## config.mk

```make
export PLATFORM = sky130hd
export DESIGN_NAME = ftar_sampler
export DESIGN_NICKNAME = d
export VERILOG_FILES = /design/src/rtl/ftar_pkg.sv /design/src/rtl/ftar_divider.sv /design/src/rtl/ftar_sampler.sv
export SDC_FILE = /design/constraint.sdc
export NUM_CORES = 1
export LEC_CHECK = 0
export ABC_AREA = 1
export BUFFER_PORTS_ARGS = -buffer_cell sky130_fd_sc_hd__buf_4
export CAP_MARGIN = 0
export CORE_ASPECT_RATIO = 0.5
export CORE_UTILIZATION = 25
export CTS_BUF_LIST = sky130_fd_sc_hd__clkbuf_2
export DETAILED_ROUTE_END_ITERATION = 7
export GPL_ROUTABILITY_DRIVEN = 0
export HOLD_SLACK_MARGIN = 0.08
export PLACE_DENSITY = 0.45
export SYNTH_ARGS = -nofsm -noshare
export SYNTH_HDL_FRONTEND = slang
export SYNTH_SLANG_ARGS = --single-unit
```

## constraint.sdc

```tcl
create_clock -name i_clk -period 7.92 [get_ports i_clk]
set_clock_uncertainty 0.1 [all_clocks]
set_input_delay 0.792 -clock i_clk [delete_from_list [all_inputs] [get_ports i_clk]]
set_output_delay 0.792 -clock i_clk [all_outputs]
set_load 0.01 [all_outputs]
```

## src/rtl/ftar_pkg.sv

```systemverilog
`timescale 1ns / 1ps
package ftar_pkg;

    // Field and datapath widths
    localparam int DIM_W   = 9;   // configured dimension, 1..MAX_DIM
    localparam int MAX_DIM = 256;
    localparam int COL_W   = 9;   // output column, includes the newline position
    localparam int ROW_W   = 8;   // output row
    localparam int SAMP_W  = 8;   // saturated source column or row
    localparam int ADDR_W  = 16;  // level store address
    localparam int DIV_W   = 17;  // dividend and quotient of the sampling divider
    localparam int LEVEL_W = 7;
    localparam int CHAR_W  = 7;
    localparam int CFG_IDX_W = 2;

    // Command codes
    localparam logic CMD_LOAD  = 1'b0;
    localparam logic CMD_FETCH = 1'b1;

    // Register indexes
    localparam logic [CFG_IDX_W-1:0] CFG_SRC_WIDTH  = 2'd0;
    localparam logic [CFG_IDX_W-1:0] CFG_SRC_HEIGHT = 2'd1;
    localparam logic [CFG_IDX_W-1:0] CFG_OUT_WIDTH  = 2'd2;
    localparam logic [CFG_IDX_W-1:0] CFG_OUT_HEIGHT = 2'd3;

    localparam logic [CHAR_W-1:0] NEWLINE_CODE = 7'd10;

    // Brightness quantizer: level = 85 - floor(sum / 9), sum <= 765
    localparam logic [LEVEL_W-1:0] LEVEL_TOP = 7'd85;
    localparam logic [9:0]         RECIP_NINE = 10'd911;  // ceil(2^13 / 9)
    localparam int                 RECIP_SHIFT = 13;
    localparam int                 GLYPH_COUNT = 86;

    localparam logic [CHAR_W-1:0] GLYPH_ROM [0:GLYPH_COUNT-1] = '{
        7'd32,  7'd96,  7'd46,  7'd45,  7'd39,  7'd58,  7'd95,  7'd44,  7'd94,  7'd61,
        7'd59,  7'd62,  7'd43,  7'd33,  7'd114, 7'd99,  7'd47,  7'd122, 7'd63,  7'd115,
        7'd76,  7'd84,  7'd118, 7'd41,  7'd74,  7'd55,  7'd40,  7'd124, 7'd70,  7'd123,
        7'd67,  7'd102, 7'd73,  7'd51,  7'd49,  7'd116, 7'd108, 7'd117, 7'd91,  7'd110,
        7'd101, 7'd111, 7'd90,  7'd53,  7'd89,  7'd120, 7'd106, 7'd121, 7'd97,  7'd50,
        7'd69,  7'd83,  7'd119, 7'd107, 7'd80,  7'd54,  7'd104, 7'd57,  7'd100, 7'd52,
        7'd86,  7'd112, 7'd79,  7'd71,  7'd98,  7'd85,  7'd65,  7'd88,  7'd72,  7'd109,
        7'd56,  7'd82,  7'd68,  7'd35,  7'd36,  7'd66,  7'd103, 7'd48,  7'd77,  7'd78,
        7'd87,  7'd81,  7'd37,  7'd38,  7'd64,  7'd64
    };

    typedef struct packed {
        logic       cmd;
        logic [7:0] red;
        logic [7:0] green;
        logic [7:0] blue;
    } t_in_item;

    typedef struct packed {
        logic [CHAR_W-1:0] character;
        logic              frame_end;
    } t_out_item;

    typedef struct packed {
        logic [DIM_W-1:0] src_width;
        logic [DIM_W-1:0] src_height;
        logic [DIM_W-1:0] out_width;
        logic [DIM_W-1:0] out_height;
    } t_cfg;

    // Sampler status toward the top level
    typedef struct packed {
        logic              ready;  // step values valid, fetch may be taken
        logic              glyph;  // next fetch yields a glyph, else a newline
        logic              last;   // a newline now ends the frame
        logic [ADDR_W-1:0] idx;    // level store address of the next glyph
    } t_samp;

    function automatic logic [DIM_W-1:0] clamp_dim(input logic [DIM_W-1:0] v);
        logic [DIM_W-1:0] r;
        if (v == '0) begin
            r = DIM_W'(1);
        end else if (v > DIM_W'(MAX_DIM)) begin
            r = DIM_W'(MAX_DIM);
        end else begin
            r = v;
        end
        return r;
    endfunction

    function automatic logic [LEVEL_W-1:0] level_of(input logic [7:0] r, input logic [7:0] g,
                                                    input logic [7:0] b);
        logic [9:0]  s;
        logic [19:0] p;
        s = {2'b00, r} + {2'b00, g} + {2'b00, b};
        p = 20'(s) * 20'(RECIP_NINE);
        return LEVEL_TOP - p[RECIP_SHIFT +: LEVEL_W];
    endfunction

    function automatic logic [CHAR_W-1:0] glyph_of(input logic [LEVEL_W-1:0] level);
        logic [LEVEL_W-1:0] l;
        l = (level >= LEVEL_W'(GLYPH_COUNT)) ? LEVEL_W'(GLYPH_COUNT - 1) : level;
        return GLYPH_ROM[l];
    endfunction

endpackage

```

## src/rtl/ftar_divider.sv

```systemverilog
`timescale 1ns / 1ps
module ftar_divider (
    input  logic                       i_clk,
    input  logic                       i_rst_n,
    input  logic                       i_start,
    input  logic [ftar_pkg::DIV_W-1:0] i_dividend,
    input  logic [ftar_pkg::DIM_W-1:0] i_divisor,
    output logic                       o_done,
    output logic [ftar_pkg::DIV_W-1:0] o_quot,
    output logic [ftar_pkg::DIM_W-1:0] o_rem
);
    import ftar_pkg::*;

    localparam int CNT_W = $clog2(DIV_W + 1);

    logic             r_busy;
    logic             r_done;
    logic [CNT_W-1:0] r_cnt;
    logic [DIV_W-1:0] r_quot;
    logic [DIM_W-1:0] r_rem;
    logic [DIM_W-1:0] r_div;

    logic [DIM_W:0]   trial;
    logic [DIM_W:0]   diff;
    logic             fits;

    // One restoring step: shift in the next dividend bit, subtract if it fits
    always_comb begin
        trial = {r_rem, r_quot[DIV_W-1]};
        diff  = trial - {1'b0, r_div};
        fits  = (trial >= {1'b0, r_div});
    end

    // Sequence control
    always_ff @(posedge i_clk) begin
        if (!i_rst_n) begin
            r_busy <= 1'b0;
            r_done <= 1'b0;
            r_cnt  <= '0;
        end else begin
            r_done <= 1'b0;
            if (i_start) begin
                r_busy <= 1'b1;
                r_cnt  <= '0;
            end else if (r_busy) begin
                r_cnt <= r_cnt + CNT_W'(1);
                if (r_cnt == CNT_W'(DIV_W - 1)) begin
                    r_busy <= 1'b0;
                    r_done <= 1'b1;
                end
            end
        end
    end

    // Quotient and partial remainder
    always_ff @(posedge i_clk) begin
        if (i_start) begin
            r_quot <= i_dividend;
            r_rem  <= '0;
            r_div  <= i_divisor;
        end else if (r_busy) begin
            r_quot <= {r_quot[DIV_W-2:0], fits};
            r_rem  <= fits ? diff[DIM_W-1:0] : trial[DIM_W-1:0];
        end
    end

    assign o_done = r_done;
    assign o_quot = r_quot;
    assign o_rem  = r_rem;

endmodule

```

## src/rtl/ftar_sampler.sv

```systemverilog
`timescale 1ns / 1ps
module ftar_sampler (
    input  logic           i_clk,
    input  logic           i_rst_n,
    input  ftar_pkg::t_cfg i_cfg,
    input  logic           i_cfg_wr,
    input  logic           i_fetch,
    output ftar_pkg::t_samp o_samp
);
    import ftar_pkg::*;

    typedef enum logic [5:0] {
        SM_START_STEP = 6'b000001,
        SM_WAIT_STEP  = 6'b000010,
        SM_START_POS  = 6'b000100,
        SM_WAIT_POS   = 6'b001000,
        SM_SETTLE     = 6'b010000,
        SM_READY      = 6'b100000
    } t_sm_state;

    t_sm_state r_state, n_state;

    logic [COL_W-1:0]  r_col;
    logic [ROW_W-1:0]  r_row;
    logic [DIV_W-1:0]  r_sx, r_sy;
    logic [DIM_W-1:0]  r_remx, r_remy;
    logic [DIM_W-1:0]  r_qx, r_rx, r_qy, r_ry;
    logic [ADDR_W-1:0] r_idx;

    logic              div_start;
    logic [DIV_W-1:0]  dvd_x, dvd_y;
    logic              done_x, done_y;
    logic [DIV_W-1:0]  quot_x, quot_y;
    logic [DIM_W-1:0]  rem_x, rem_y;

    logic              glyph, last;
    logic [DIM_W:0]    sum_x, sum_y;
    logic              carry_x, carry_y;
    logic [DIV_W-1:0]  n_sx, n_sy;
    logic [DIM_W-1:0]  n_remx, n_remy;
    logic [SAMP_W-1:0] sx_sat, sy_sat;
    logic [SAMP_W-1:0] src_row;
    logic [DIV_W-1:0]  row_base;
    logic [DIV_W-1:0]  n_idx;
    logic [2*DIM_W-1:0] prod_x;
    logic [ROW_W+DIM_W-1:0] prod_y;

    // Divider operands: step ratio first, then current position
    always_comb begin
        prod_x = DIM_W'(r_col) * i_cfg.src_width;
        prod_y = r_row * i_cfg.src_height;
        if (r_state == SM_START_POS) begin
            dvd_x = prod_x[DIV_W-1:0];
            dvd_y = DIV_W'(prod_y);
        end else begin
            dvd_x = DIV_W'(i_cfg.src_width);
            dvd_y = DIV_W'(i_cfg.src_height);
        end
        div_start = (r_state == SM_START_STEP) || (r_state == SM_START_POS);
    end

    ftar_divider u_div_x (
        .i_clk      (i_clk),
        .i_rst_n    (i_rst_n),
        .i_start    (div_start),
        .i_dividend (dvd_x),
        .i_divisor  (i_cfg.out_width),
        .o_done     (done_x),
        .o_quot     (quot_x),
        .o_rem      (rem_x)
    );

    ftar_divider u_div_y (
        .i_clk      (i_clk),
        .i_rst_n    (i_rst_n),
        .i_start    (div_start),
        .i_dividend (dvd_y),
        .i_divisor  (i_cfg.out_height),
        .o_done     (done_y),
        .o_quot     (quot_y),
        .o_rem      (rem_y)
    );

    // Advance the source position by one output step
    always_comb begin
        glyph   = (DIM_W'(r_col) < i_cfg.out_width);
        last    = ({1'b0, r_row} + DIM_W'(1)) >= i_cfg.out_height;
        sum_x   = {1'b0, r_remx} + {1'b0, r_rx};
        sum_y   = {1'b0, r_remy} + {1'b0, r_ry};
        carry_x = (sum_x >= {1'b0, i_cfg.out_width});
        carry_y = (sum_y >= {1'b0, i_cfg.out_height});
        n_remx  = carry_x ? DIM_W'(sum_x - {1'b0, i_cfg.out_width}) : sum_x[DIM_W-1:0];
        n_remy  = carry_y ? DIM_W'(sum_y - {1'b0, i_cfg.out_height}) : sum_y[DIM_W-1:0];
        n_sx    = r_sx + DIV_W'(r_qx) + DIV_W'(carry_x);
        n_sy    = r_sy + DIV_W'(r_qy) + DIV_W'(carry_y);
    end

    // Saturate the sample and flip rows for the bottom-up store
    always_comb begin
        sx_sat   = (r_sx >= DIV_W'(i_cfg.src_width)) ? SAMP_W'(i_cfg.src_width - DIM_W'(1))
                                                     : r_sx[SAMP_W-1:0];
        sy_sat   = (r_sy >= DIV_W'(i_cfg.src_height)) ? SAMP_W'(i_cfg.src_height - DIM_W'(1))
                                                      : r_sy[SAMP_W-1:0];
        src_row  = SAMP_W'(i_cfg.src_height - DIM_W'(1) - {1'b0, sy_sat});
        row_base = src_row * i_cfg.src_width;
        n_idx    = row_base + DIV_W'(sx_sat);
    end

    // Recompute sequence, restarted by any register write
    always_comb begin
        n_state = r_state;
        case (r_state)
            SM_START_STEP: n_state = SM_WAIT_STEP;
            SM_WAIT_STEP:  if (done_x) n_state = SM_START_POS;
            SM_START_POS:  n_state = SM_WAIT_POS;
            SM_WAIT_POS:   if (done_x) n_state = SM_SETTLE;
            SM_SETTLE:     n_state = SM_READY;
            SM_READY:      n_state = SM_READY;
            default:       n_state = SM_START_STEP;
        endcase
        if (i_cfg_wr) begin
            n_state = SM_START_STEP;
        end
    end

    // State and output position
    always_ff @(posedge i_clk) begin
        if (!i_rst_n) begin
            r_state <= SM_START_STEP;
            r_col   <= '0;
            r_row   <= '0;
        end else begin
            r_state <= n_state;
            if (i_fetch) begin
                if (glyph) begin
                    r_col <= r_col + COL_W'(1);
                end else begin
                    r_col <= '0;
                    r_row <= last ? '0 : r_row + ROW_W'(1);
                end
            end
        end
    end

    // Step ratios, source position and registered address
    always_ff @(posedge i_clk) begin
        r_idx <= n_idx[ADDR_W-1:0];
        if (r_state == SM_WAIT_STEP && done_x) begin
            r_qx <= quot_x[DIM_W-1:0];
            r_rx <= rem_x;
            r_qy <= quot_y[DIM_W-1:0];
            r_ry <= rem_y;
        end
        if (r_state == SM_WAIT_POS && done_x) begin
            r_sx   <= quot_x;
            r_remx <= rem_x;
            r_sy   <= quot_y;
            r_remy <= rem_y;
        end else if (i_fetch) begin
            if (glyph) begin
                r_sx   <= n_sx;
                r_remx <= n_remx;
            end else begin
                r_sx   <= '0;
                r_remx <= '0;
                if (last) begin
                    r_sy   <= '0;
                    r_remy <= '0;
                end else begin
                    r_sy   <= n_sy;
                    r_remy <= n_remy;
                end
            end
        end
    end

    assign o_samp.ready = (r_state == SM_READY);
    assign o_samp.glyph = glyph;
    assign o_samp.last  = last;
    assign o_samp.idx   = r_idx;

    a_fetch_when_ready: assert property (@(posedge i_clk) disable iff (!i_rst_n)
        i_fetch |-> (r_state == SM_READY))
        else $error("fetch taken while sampling steps are being recomputed");

    a_rem_bounded: assert property (@(posedge i_clk) disable iff (!i_rst_n)
        (r_state == SM_READY) |-> (r_remx < i_cfg.out_width) && (r_remy < i_cfg.out_height))
        else $error("sampling remainder out of range");

endmodule

```

==> metrics.txt <==
IO Count=59; Async SR Flop Fraction=0; CP max stage delay=0.53 ns; Setup TNS=0 ns; clock buffer depth=3; Crit-path slowest cell=fa_1; Layout Nets=3114; Layout area overhead=10.7%; Pins Over Slew Limit=0; CP endpoint kind=flip-flop; GRT Util Overall=0.135; multi-input logic area=13000 sq um; WP data required=8.68 ns; Hold WC Path Type=primary input to flip-flop; sequential share of the synthesized area=0.267; synthesized cell area=21000 sq um; Inserted Clock Buffers=58; hold violation total from the final report=0; critical path class=flip-flop to flip-flop; Reg clk slew, reported paths=0.12 ns; critical path depth in cells=36; first-pass GRT wire length=90800 microns; post_cts resized=0; Vias=16900; post-DP HPWL=44600 microns; initial antenna violation count=1; H-tree levels=2; FILL cells=8997; non-filler cells, final=3846; FMAX=0.139 GHz; slew margin rel.=0.492; Inst Count DP=3714; VDD IR max=0.278 mV; root buffer cell=clkbuf_2; wl on met1=27600 microns; routed len/inst=14.7 microns; Post-synth EDFFs=140; crit path setup slack, layout=0.727 ns; residual DRC count=0; layout cell share with drive strength beyond 1=0.0915; Avg Vias per Cell=4.38; final setup vio count=0; Worst path most repeated cell=nand2_1; Clk Latency, worst-skew pair=1.04 ns; critical path's top delay family=adder cells; Setup WS pre-CTS=0.142 ns; Synth Flop Type=edfxtp_1; antenna viol nets, final=0; status=complete, no violations; Synth Warn #=0; final worst path period share=0.908; crit path max fanout=7; RSZ-0062 raised after global routing=no; crit path time final=7.19 ns; max_cap viols=0; initial cell density of the core=0.255; vias in the first global route=16700; Worst Tran Pin Value=0.761 ns; Synth cell types=63; Port Buffers=58; Pleak=11.6 nW; Yosys reg bits=210; CTS tree=done; Synth Area per Inst=8.03 sq um; synthesized instance count=2615; hold buffers post-CTS=21; CTS sink cnt=210; Reg area=5610 sq um; first-pass iteration count of the detailed router=5; Die H=207 microns; die footprint=85200 sq um; CP startpoint kind=flip-flop; GRT overflow=0; Initial DRC Count=937; worst r2r path cells=36; Pwr Density=235 nW/um^2; post-synth top area share=0.200; top layer used by detailed routing=met4; syn_nets=3036; metal2 WL=25700 microns; Hold Path Stages=3; met3 wire length=1970 microns; final WL=56400 microns; core area=82400 sq um; pin count of the biggest net entering global routing=46; row count=74; WP buf/inv=8; Setup Fix Bufs, Post-CTS=0; Worst EP arrival=7.95 ns; Synth area leader=edfxtp_1; Die Width=412 microns; Synth area leaders=edfxtp_1 20%, fa_1 14%, ha_1 14%
## layer usage
metal	vias to the layer above	global-route usage
li1	8557	-
met1	7990	0.184
met2	244	0.220
met3	69	0.0211
met4	0	0.0366
met5	-	0
## report_power, final
group,total [mW],internal (mW),switching (mW)
sequential,1.50,1.41,0.0963
combinational,3.14,1.25,1.89
clock,0.815,0.305,0.510
total,5.46,2.96,2.50
## flip-flops by register name (all words and copies together), names as in the netlist, 16 cells and up
signal,flops
r_idx,16
r_sx,17
r_sy,17
u_div_x.o_quot,17
u_div_y.o_quot,17
## synth_stat cells (all sizes together), types with 8 or more instances
master    n
a21oi   136
buf      32
clkbuf   41
dfxtp    70
edfxtp  140
fa      151
ha      230
inv     526
nand2   585
nand3   105
nand4    20
nor2    178
nor3     32
o211ai   13
o21ai   139
o21bai    8
o22ai    39
or2      11
xnor2    26
xor2     77
## worst register-to-register path, delay by kind of cell, from the launching register on
kind	cells	cell delay [ns]
XOR/XNOR	1	0.37
adder cells (fa/ha/maj)	8	3.40
buffers and inverters	8	0.48
AO/OA/AOI/OAI	4	1.04
flip-flops	1	0.51
AND/OR/NAND/NOR	15	1.19
## metrics by stage
stage          utilization  hold WS [ns]  power, mW  cell area [sq um]
2_1_floorplan            -         0.326       3.92              21000
3_3_place_gp         0.273         0.330       4.67              22500
3_5_place_dp         0.273         0.332       4.69              22500
4_1_cts              0.282         0.103       5.55              23300
5_1_grt              0.282         0.156       6.11              23300
6_report             0.282         0.221       5.46              23300
## final timing paths
kind	from	to	slack, ns
setup / recovery	r_sy[4]	r_idx[15]	0.73
hold / removal	i_cfg[22]	u_div_y.o_quot[4]	0.22
setup reg to reg	r_sy[4]	r_idx[15]	0.73
hold reg to reg	u_div_x.o_quot[5]	r_qx[5]	0.33
## cell families (layout without fill, tap and decap cells)
group           Yosys count  count (layout)  share of synthesized area
xor+xnor                103             103                     0.0433
other cells               0               1                          0
simple gates            946             946                      0.191
compound gates          368             368                      0.101
buf+inv                 603             731                      0.114
fa+ha+maj               381             381                      0.281
mux                       4               4                    0.00191
flops                   210             210                      0.267
## layout make-up
type	count	area share
antenna	1	0.000108
clock buffer	89	0.0192
clock inverter	21	0.00403
inverter	530	0.0856
multi-input combinational	1802	0.559
sequential	210	0.241
tap	1102	0.0593
timing repair buffer	91	0.0316
## placed cells by master, fill, tap and decap left out, types with 13 or more instances in the layout
master and instances:
nand2_1 570, inv_1 510, ha_1 230, nor2_1 163, fa_1 151, edfxtp_1 140
a21oi_1 134, nand3_1 100, o21ai_0 92, clkbuf_2 89, xor2_1 76, buf_4 70
dfxtp_1 70, o22ai_1 39, o21ai_1 36, nor3_1 30, xnor2_1 26, dlygate4sd3_1 21
clkinv_1 18, nand4_1 18, inv_2 16, nand2_2 13, o211ai_1 13
(Power assumes the default switching activity.)
